### config.mk
export PLATFORM = sky130hd
export DESIGN_NAME = string_to_integer_parser
export DESIGN_NICKNAME = d
export VERILOG_FILES = /design/src/rtl/stip_pkg.sv /design/src/rtl/string_to_integer_parser.sv /design/src/rtl/stip_classify.sv /design/src/rtl/stip_core.sv
export SDC_FILE = /design/constraint.sdc
export NUM_CORES = 1
export LEC_CHECK = 0
export ABC_AREA = 1
export BUFFER_PORTS_ARGS = -buffer_cell sky130_fd_sc_hd__buf_2
export CAP_MARGIN = 20
export CELL_PAD_IN_SITES_DETAIL_PLACEMENT = 1
export CELL_PAD_IN_SITES_GLOBAL_PLACEMENT = 2
export CORE_ASPECT_RATIO = 1.75
export CORE_MARGIN = 5
export CORE_UTILIZATION = 38
export CTS_CLUSTER_DIAMETER = 30
export DETAILED_ROUTE_END_ITERATION = 12
export PLACE_DENSITY = 0.89
export SETUP_SLACK_MARGIN = 0.02
export SYNTH_ARGS = -nofsm -noshare
export SYNTH_HDL_FRONTEND = slang
export SYNTH_SLANG_ARGS = --single-unit
### constraint.sdc
create_clock -name clk -period 9.2 [get_ports clk]
set_clock_uncertainty 0.15 [all_clocks]
set_input_delay 0.46 -clock clk [delete_from_list [all_inputs] [get_ports clk]]
set_output_delay 0.46 -clock clk [all_outputs]
set_load 0.02 [all_outputs]
### src/rtl/stip_pkg.sv
// shared types, constants and character codes of the string to integer parser
`default_nettype none

package stip_pkg;

	// widths of the result fields and the radix register
	localparam int OFFSET_BITS = 16;
	localparam int VALUE_BITS  = 64;
	localparam int BASE_BITS   = 6;

	localparam logic [OFFSET_BITS-1:0] COUNT_MAX = {OFFSET_BITS{1'b1}};

	localparam logic [BASE_BITS-1:0] BASE_RESET = BASE_BITS'(10);
	localparam logic [BASE_BITS-1:0] BASE_AUTO  = BASE_BITS'(0);
	localparam logic [BASE_BITS-1:0] BASE_OCT   = BASE_BITS'(8);
	localparam logic [BASE_BITS-1:0] BASE_DEC   = BASE_BITS'(10);
	localparam logic [BASE_BITS-1:0] BASE_HEX   = BASE_BITS'(16);

	// character codes
	localparam logic [7:0] CH_SPACE = 8'h20;
	localparam logic [7:0] CH_TAB   = 8'h09;
	localparam logic [7:0] CH_CR    = 8'h0D;
	localparam logic [7:0] CH_PLUS  = 8'h2B;
	localparam logic [7:0] CH_MINUS = 8'h2D;
	localparam logic [7:0] CH_ZERO  = 8'h30;
	localparam logic [7:0] CH_NINE  = 8'h39;
	localparam logic [7:0] CH_LO_A  = 8'h61;
	localparam logic [7:0] CH_LO_Z  = 8'h7A;
	localparam logic [7:0] CH_UP_A  = 8'h41;
	localparam logic [7:0] CH_UP_Z  = 8'h5A;
	localparam logic [7:0] CH_LO_X  = 8'h78;
	localparam logic [7:0] CH_UP_X  = 8'h58;

	// parse phase, one-hot
	typedef enum logic [5:0] {
		PH_IDLE   = 6'b000001,
		PH_LEAD   = 6'b000010,
		PH_SIGNED = 6'b000100,
		PH_ZERO   = 6'b001000,
		PH_PREFIX = 6'b010000,
		PH_DIGITS = 6'b100000
	} phase_t;

	// character classification
	typedef struct packed {
		logic                 blank;
		logic                 is_digit;
		logic [BASE_BITS-1:0] dval;
	} class_t;

	// outcome of one parse step
	typedef struct packed {
		logic                   emit;
		logic [VALUE_BITS-1:0]  value;
		logic [OFFSET_BITS-1:0] offset;
		logic                   found;
	} step_res_t;

endpackage

`default_nettype wire

### src/rtl/string_to_integer_parser.sv
// top level of the streaming string to integer parser
//
//  channel | signals                                  | direction
//  --------+------------------------------------------+----------
//  input   | in_valid, in_stall, char_in, string_start| in  beat
//  output  | out_valid, out_stall, parsed_value,      | out beat
//          | end_offset, digits_found                 |
//  config  | cfg_we, cfg_wdata (number_base)          | write only
//
// one character beat per cycle sustained while the input is not stalled;
// a result passes the input register, then the result register.
// the multiply-add of accumulator by radix sets the combinational step path.
// asynchronous reset clears parse state and sets the radix to 10.
// an output stall holds a valid result in the result register; only an ending
// character then waits in the input register, other characters keep flowing.
`default_nettype none

module string_to_integer_parser (
	input  wire logic                                   clk,
	input  wire logic                                   arst_n,
	input  wire logic                                   in_valid,
	output logic                                        in_stall,
	input  wire logic [7:0]                             char_in,
	input  wire logic                                   string_start,
	output logic                                        out_valid,
	input  wire logic                                   out_stall,
	output logic signed [stip_pkg::VALUE_BITS-1:0]      parsed_value,
	output logic [stip_pkg::OFFSET_BITS-1:0]            end_offset,
	output logic                                        digits_found,
	input  wire logic                                   cfg_we,
	input  wire logic [stip_pkg::BASE_BITS-1:0]         cfg_wdata
);
	import stip_pkg::*;

	logic                   valid_s1;
	logic [7:0]             char_s1;
	logic                   start_s1;
	logic [BASE_BITS-1:0]   base_q;
	logic                   out_valid_q;
	logic [VALUE_BITS-1:0]  value_q;
	logic [OFFSET_BITS-1:0] offset_q;
	logic                   found_q;
	logic                   out_free;
	logic                   fire;
	step_res_t              res;

	// radix register
	always_ff @(posedge clk or negedge arst_n) begin
		if (!arst_n) begin
			base_q <= BASE_RESET;
		end else if (cfg_we) begin
			base_q <= cfg_wdata;
		end
	end

	// step happens unless it ends a number into a full, stalled result register
	assign out_free = !out_valid_q || !out_stall;
	assign fire     = valid_s1 && (!res.emit || out_free);
	assign in_stall = valid_s1 && !fire;

	// input register
	always_ff @(posedge clk or negedge arst_n) begin
		if (!arst_n) begin
			valid_s1 <= 1'b0;
		end else if (!in_stall) begin
			valid_s1 <= in_valid;
		end
	end

	always_ff @(posedge clk) begin
		if (in_valid && !in_stall) begin
			char_s1  <= char_in;
			start_s1 <= string_start;
		end
	end

	stip_core u_core (
		.clk         (clk),
		.arst_n      (arst_n),
		.step_en     (fire),
		.ch          (char_s1),
		.start       (start_s1),
		.number_base (base_q),
		.res         (res)
	);

	// result register
	always_ff @(posedge clk or negedge arst_n) begin
		if (!arst_n) begin
			out_valid_q <= 1'b0;
		end else if (out_free) begin
			out_valid_q <= fire && res.emit;
		end
	end

	always_ff @(posedge clk) begin
		if (out_free && fire && res.emit) begin
			value_q  <= res.value;
			offset_q <= res.offset;
			found_q  <= res.found;
		end
	end

	assign out_valid    = out_valid_q;
	assign parsed_value = value_q;
	assign end_offset   = offset_q;
	assign digits_found = found_q;

	// a new result only comes from a step that ended a number
	a_result_source: assert property (@(posedge clk) disable iff (!arst_n)
		$rose(out_valid_q) |-> $past(fire && res.emit))
		else $error("result without an ending step");

	// no digits means zero value and zero offset
	a_empty_result: assert property (@(posedge clk) disable iff (!arst_n)
		(out_valid_q && !found_q) |-> (value_q == '0 && offset_q == '0))
		else $error("empty result carries data");

	// input stalls only while a held ending character waits
	a_stall_cause: assert property (@(posedge clk) disable iff (!arst_n)
		in_stall |-> (valid_s1 && res.emit && out_valid_q && out_stall))
		else $error("input stalled without a blocked result");

endmodule

`default_nettype wire

### src/rtl/stip_classify.sv
// character classifier: whitespace test and digit value against a radix
`default_nettype none

module stip_classify (
	input  wire logic [7:0]                    ch,
	input  wire logic [stip_pkg::BASE_BITS-1:0] radix,
	output stip_pkg::class_t                   cls
);
	import stip_pkg::*;

	logic [BASE_BITS-1:0] raw;
	logic                 raw_ok;

	// raw digit value, 0..35
	always_comb begin
		raw    = '0;
		raw_ok = 1'b0;
		if (ch >= CH_ZERO && ch <= CH_NINE) begin
			raw    = BASE_BITS'(ch - CH_ZERO);
			raw_ok = 1'b1;
		end else if (ch >= CH_LO_A && ch <= CH_LO_Z) begin
			raw    = BASE_BITS'(ch - CH_LO_A) + BASE_BITS'(10);
			raw_ok = 1'b1;
		end else if (ch >= CH_UP_A && ch <= CH_UP_Z) begin
			raw    = BASE_BITS'(ch - CH_UP_A) + BASE_BITS'(10);
			raw_ok = 1'b1;
		end
	end

	// a digit only if below the radix
	always_comb begin
		cls.blank    = (ch == CH_SPACE) || (ch >= CH_TAB && ch <= CH_CR);
		cls.is_digit = raw_ok && (raw < radix);
		cls.dval     = raw;
	end

endmodule

`default_nettype wire

### src/rtl/stip_core.sv
// parse state registers and the per-character step logic
`default_nettype none

module stip_core (
	input  wire logic                            clk,
	input  wire logic                            arst_n,
	input  wire logic                            step_en,
	input  wire logic [7:0]                      ch,
	input  wire logic                            start,
	input  wire logic [stip_pkg::BASE_BITS-1:0]  number_base,
	output stip_pkg::step_res_t                  res
);
	import stip_pkg::*;

	phase_t                 phase_q, e_phase, n_phase;
	logic                   neg_q, e_neg, n_neg;
	logic [BASE_BITS-1:0]   base_q, e_base, n_base;
	logic [VALUE_BITS-1:0]  acc_q, e_acc, n_acc;
	logic [OFFSET_BITS-1:0] cnt_q, e_cnt, n_cnt;
	logic                   any_q, e_any, n_any;
	logic [BASE_BITS-1:0]   dbase;
	logic [VALUE_BITS-1:0]  mac;
	logic [OFFSET_BITS-1:0] cnt1, cnt2;
	logic                   emit;
	logic                   is_sign;
	logic                   is_x;
	class_t                 cls;

	function automatic logic [OFFSET_BITS-1:0] cnt_add(
		input logic [OFFSET_BITS-1:0] cnt,
		input logic [1:0]             n
	);
		logic [OFFSET_BITS:0] sum;
		sum = {1'b0, cnt} + (OFFSET_BITS+1)'(n);
		return sum[OFFSET_BITS] ? COUNT_MAX : sum[OFFSET_BITS-1:0];
	endfunction

	// a start beat restarts the string state
	always_comb begin
		if (start) begin
			e_phase = PH_LEAD;
			e_neg   = 1'b0;
			e_base  = number_base;
			e_acc   = '0;
			e_cnt   = '0;
			e_any   = 1'b0;
		end else begin
			e_phase = phase_q;
			e_neg   = neg_q;
			e_base  = base_q;
			e_acc   = acc_q;
			e_cnt   = cnt_q;
			e_any   = any_q;
		end
	end

	// radix that the current character is tested against
	always_comb begin
		unique case (e_phase) inside
			PH_PREFIX: dbase = BASE_HEX;
			PH_ZERO:   dbase = (e_base == BASE_AUTO) ? BASE_OCT : e_base;
			default:   dbase = (e_base == BASE_AUTO) ? BASE_DEC : e_base;
		endcase
	end

	stip_classify u_classify (
		.ch    (ch),
		.radix (dbase),
		.cls   (cls)
	);

	// multiply-add and saturating counts
	assign mac     = (e_acc * {{(VALUE_BITS-BASE_BITS){1'b0}}, dbase})
		+ {{(VALUE_BITS-BASE_BITS){1'b0}}, cls.dval};
	assign cnt1    = cnt_add(e_cnt, 2'd1);
	assign cnt2    = cnt_add(e_cnt, 2'd2);
	assign is_sign = (ch == CH_PLUS) || (ch == CH_MINUS);
	assign is_x    = (ch == CH_LO_X) || (ch == CH_UP_X);

	// next state for one character
	always_comb begin
		n_phase = e_phase;
		n_neg   = e_neg;
		n_base  = e_base;
		n_acc   = e_acc;
		n_cnt   = e_cnt;
		n_any   = e_any;
		emit    = 1'b0;
		unique case (e_phase) inside
			PH_LEAD, PH_SIGNED: begin
				if (e_phase == PH_LEAD && cls.blank) begin
					n_cnt = cnt1;
				end else if (e_phase == PH_LEAD && is_sign) begin
					n_neg   = (ch == CH_MINUS);
					n_cnt   = cnt1;
					n_phase = PH_SIGNED;
				end else if ((e_base == BASE_HEX || e_base == BASE_AUTO) && ch == CH_ZERO) begin
					n_cnt   = cnt1;
					n_phase = PH_ZERO;
				end else begin
					n_base = dbase;
					if (cls.is_digit) begin
						n_acc   = mac;
						n_any   = 1'b1;
						n_cnt   = cnt1;
						n_phase = PH_DIGITS;
					end else begin
						emit    = 1'b1;
						n_phase = PH_IDLE;
					end
				end
			end
			PH_ZERO: begin
				if (is_x) begin
					n_base  = BASE_HEX;
					n_phase = PH_PREFIX;
				end else begin
					n_any  = 1'b1;
					n_base = dbase;
					if (cls.is_digit) begin
						n_acc   = mac;
						n_cnt   = cnt1;
						n_phase = PH_DIGITS;
					end else begin
						emit    = 1'b1;
						n_phase = PH_IDLE;
					end
				end
			end
			PH_PREFIX: begin
				n_any = 1'b1;
				if (cls.is_digit) begin
					n_acc   = {{(VALUE_BITS-BASE_BITS){1'b0}}, cls.dval};
					n_cnt   = cnt2;
					n_phase = PH_DIGITS;
				end else begin
					emit    = 1'b1;
					n_phase = PH_IDLE;
				end
			end
			PH_DIGITS: begin
				if (cls.is_digit) begin
					n_acc = mac;
					n_any = 1'b1;
					n_cnt = cnt1;
				end else begin
					emit    = 1'b1;
					n_phase = PH_IDLE;
				end
			end
			default: begin
				n_phase = e_phase;
			end
		endcase
	end

	// result of an ending character
	always_comb begin
		res.emit   = emit;
		res.found  = n_any;
		res.value  = n_any ? (e_neg ? (VALUE_BITS'(0) - e_acc) : e_acc) : '0;
		res.offset = n_any ? e_cnt : '0;
	end

	// parse state
	always_ff @(posedge clk or negedge arst_n) begin
		if (!arst_n) begin
			phase_q <= PH_IDLE;
			neg_q   <= 1'b0;
			base_q  <= BASE_RESET;
			acc_q   <= '0;
			cnt_q   <= '0;
			any_q   <= 1'b0;
		end else if (step_en) begin
			phase_q <= n_phase;
			neg_q   <= n_neg;
			base_q  <= n_base;
			acc_q   <= n_acc;
			cnt_q   <= n_cnt;
			any_q   <= n_any;
		end
	end

	// idle characters never end a number
	a_idle_quiet: assert property (@(posedge clk) disable iff (!arst_n)
		(!start && phase_q == PH_IDLE) |-> !res.emit)
		else $error("result from an idle character");

	// an ending character always returns to idle
	a_emit_idle: assert property (@(posedge clk) disable iff (!arst_n)
		(step_en && res.emit) |=> (phase_q == PH_IDLE))
		else $error("phase not idle after a result");

endmodule

`default_nettype wire
==> metrics.txt <==
outcome completed; Slew Limit Fails 0; area leader, netlist fa_1; Post-synth EDFFs 90; clock latency on the worst-skew pair 530 ps; Worst Tran Pin Value 997 ps; Pwr Total 8.95 mW; Flop pwr share 15.5%; crit path max-delay cell type nand2_2; DR vias 23300; HP Class in2reg; Pint 3.78 mW; Final HPWL DP 78000 µm; initial DRC count 1174; CTS tree done; Die Wd ~200 µm; post-synth cell types 66; Num CTS Buffers 17; switching part of the total about 58%; Synth area leaders fa_1, nor2_1, edfxtp_1; crit path max fanout 46; Post-Syn Area 24300 µm²; IO Port Bufs between 100 and 150; leakage 12.7 nW; Comb pwr share 75.2%; Overflow after GRT 0; I/O pin count approximately 100; Worst path most repeated cell inv_1; crit-path max cell delay approximately 650 ps; GRT Total Usage between 20 and 30%; Clock transition at path regs 80 ps; Synth Register Bits 192; Startpoint Class register; initial antenna violation count 3; post-route setup TNS 0 ps; synth warn 0; sequential fraction of the synthesis area 21.6%; post-route clock period utilization 85.0%; most used flip-flop cell after synthesis dfrtp_1; Vias/cell 5.56; CTS HTree Levels 4; Max Clock Freq 128 MHz; Pre-antenna DRT Iters 6; # DRC 0; Crit path arrival time a little over 8000 ps; Bufs on Longest Clock Path 2; Die Span Y 345 µm; Async SR Flop Fraction 53.1%; syn_nets ~3700; first-pass GRT wire length ~150000 µm; final wirelength 97700 µm; Area Growth Syn to Fin 8.17%; Max VDD drop 168 µV; row count 122; Clk pwr share about a tenth; # diodes 0; Setup violations, final 0; power density cells 340 nW/µm²; number of global-route vias before repair around 26000; CP Class reg2reg; Synth top area share between 15 and 20%; min Tclk post-route 7820 ps; crit path capture type register; cell family with most CP delay adder cells; RePlAce Congestion just under 1; P_sw 5.17 mW; RSZ-0062 raised after global routing no; Layout fillers 8035; cell count after synthesis roughly 3300; wire per inst 23.3 µm; CP required 9450 ps; Worst Path Buf+Inv 6; layout cell share with drive strength beyond 1 8.98%; Worst Setup Slack, final 1380 ps; Initial Util about two fifths; post-route ant nets 0; root buffer cell clkbuf_16; clk sink count between 150 and 200; Place WS 1450 ps; core area 63300 µm²; pin count of the biggest net entering global routing 56; mean post-synth cell area 7.36 µm²; Layout Nets about 3800; Slew HR 33.1%; max-cap check violation count 0; Fin. Hold Viols 0; Die Area 69400 µm²
==> worst reg2reg max path, cell delays in order, from the launching register on <==
cell	delay [ps]
edfxtp_1	460
inv_6	480
nand2_2	170
nor4_1	470
o21ai_0	260
nand2_2	650
nor2_1	150
fa_1	550
inv_1	60
fa_1	480
inv_1	60
fa_1	540
inv_1	60
fa_1	530
inv_1	50
ha_1	350
a21oi_1	250
a21boi_0	330
o21ai_0	230
a21boi_0	420
inv_1	110
nand2_1	70
nand2_1	150
a21oi_1	240
xor2_1	180
nor2_1	60
nor2_1	120
a21oi_1	70
==> cell usage in the layout (no fill, tap or decap), types with 29 or more instances in the layout <==
cell type,Yosys,routed
xor2_1,44,44
nor2_1,722,720
nand2_2,27,29
a21oi_1,203,203
buf_2,37,101
nand3_1,133,133
nand2_1,594,590
o21ai_0,133,133
inv_1,407,405
buf_4,7,36
fa_1,240,240
ha_1,146,146
nor3_1,31,31
o21ai_1,40,40
dfrtp_1,97,97
edfxtp_1,90,90
==> through the flow <==
stage	cell area [µm²]	instances	utilization (%)	hold WS [ps]
after floorplan	24300	3308	-	14.4
after global placement	25600	4146	40.4	314
after detailed placement	25600	4146	40.4	325
after CTS	26300	4192	41.6	10.3
after global routing	26300	4192	41.6	54.3
final	26300	4192	41.6	32.7
==> synth_stat cells, types with 32 or more instances <==
library cell  count
clkbuf_1         32
o21ai_1          40
edfxtp_1         90
a21oi_1         203
dfrtp_1          97
nand3_1         133
fa_1            240
inv_1           407
xor2_1           44
nor2_1          722
o21ai_0         133
buf_2            37
ha_1            146
nand2_1         594
==> registers in the layout, indices dropped and copies added, names as in the netlist <==
name            count
base_q              6
char_s1             8
digits_found        1
end_offset         16
out_valid           1
parsed_value       64
start_s1            1
u_core.acc_q       64
u_core.any_q        1
u_core.base_q       6
u_core.cnt_q       16
u_core.neg_q        1
u_core.phase_q      6
valid_s1            1
==> layer usage <==
metal / global-route usage [%] / part of all wire (%) / up-vias
li1: - / - / 10728
met1: 29.4 / 36 / 11641
met2: 52.7 / 53 / 653
met3: 3.42 / 3.4 / 278
met4: 19.1 / 7.8 / 0
met5: 0 / 0 / -
==> what timing repair did <==
item                      4_1_cts  5_1_grt
hold endpoints to repair       56        0
setup buffers                   0        0
hold buffers                   14        0
resized for setup               0        0
==> path summary, 6_finish.rpt <==
| path | end | slack, ps | depth (start not counted) | startpoint |
|---|---|---|---|---|
| worst max-delay path | u_core.acc_q[36] | 1380 | 27 | start_s1 |
| worst min-delay path | base_q[1] | 30 | 3 | cfg_wdata[1] |
| worst max register to register | u_core.acc_q[36] | 1380 | 27 | start_s1 |
| worst min register to register | u_core.base_q[1] | 340 | 2 | u_core.base_q[1] |
| max in group asynchronous | valid_s1 | 6960 | 3 | arst_n |
| min in group asynchronous | base_q[2] | 490 | 2 | arst_n |
==> layout make-up <==
class,count,area (µm²),area share (%)
Clock buffer,17,425,1.62
Clock inverter,15,178,0.675
Inverter,429,1620,6.14
Multi-Input combinational cell,2582,16900,64.3
Sequential cell,192,5260,20.0
Tap cell,806,1010,3.83
Timing Repair Buffer,151,916,3.48
==> kinds of logic after synthesis <==
| logic type | share of synthesized area (%) |
|---|---|
| XOR/XNOR | 2.02 |
| AO/OA/AOI/OAI | 12.1 |
| multiplexers | 0.0874 |
| flip-flops | 21.6 |
| buffers and inverters | 9.00 |
| AND/OR/NAND/NOR | 27.9 |
| adder cells (fa/ha/maj) | 27.2 |
==> power groups by stage <==
stage / sequential (mW) / clock, mW / combinational [mW]
3_3_place_gp: 1.39 / 0 / 6.55
2_1_floorplan: 1.45 / 0 / 4.55
6_report: 1.38 / 0.832 / 6.73
3_5_place_dp: 1.40 / 0 / 6.67
4_1_cts: 1.38 / 0.852 / 6.75
5_1_grt: 1.41 / 0.879 / 7.50
Note: power is estimated with default switching activity, not from simulation.
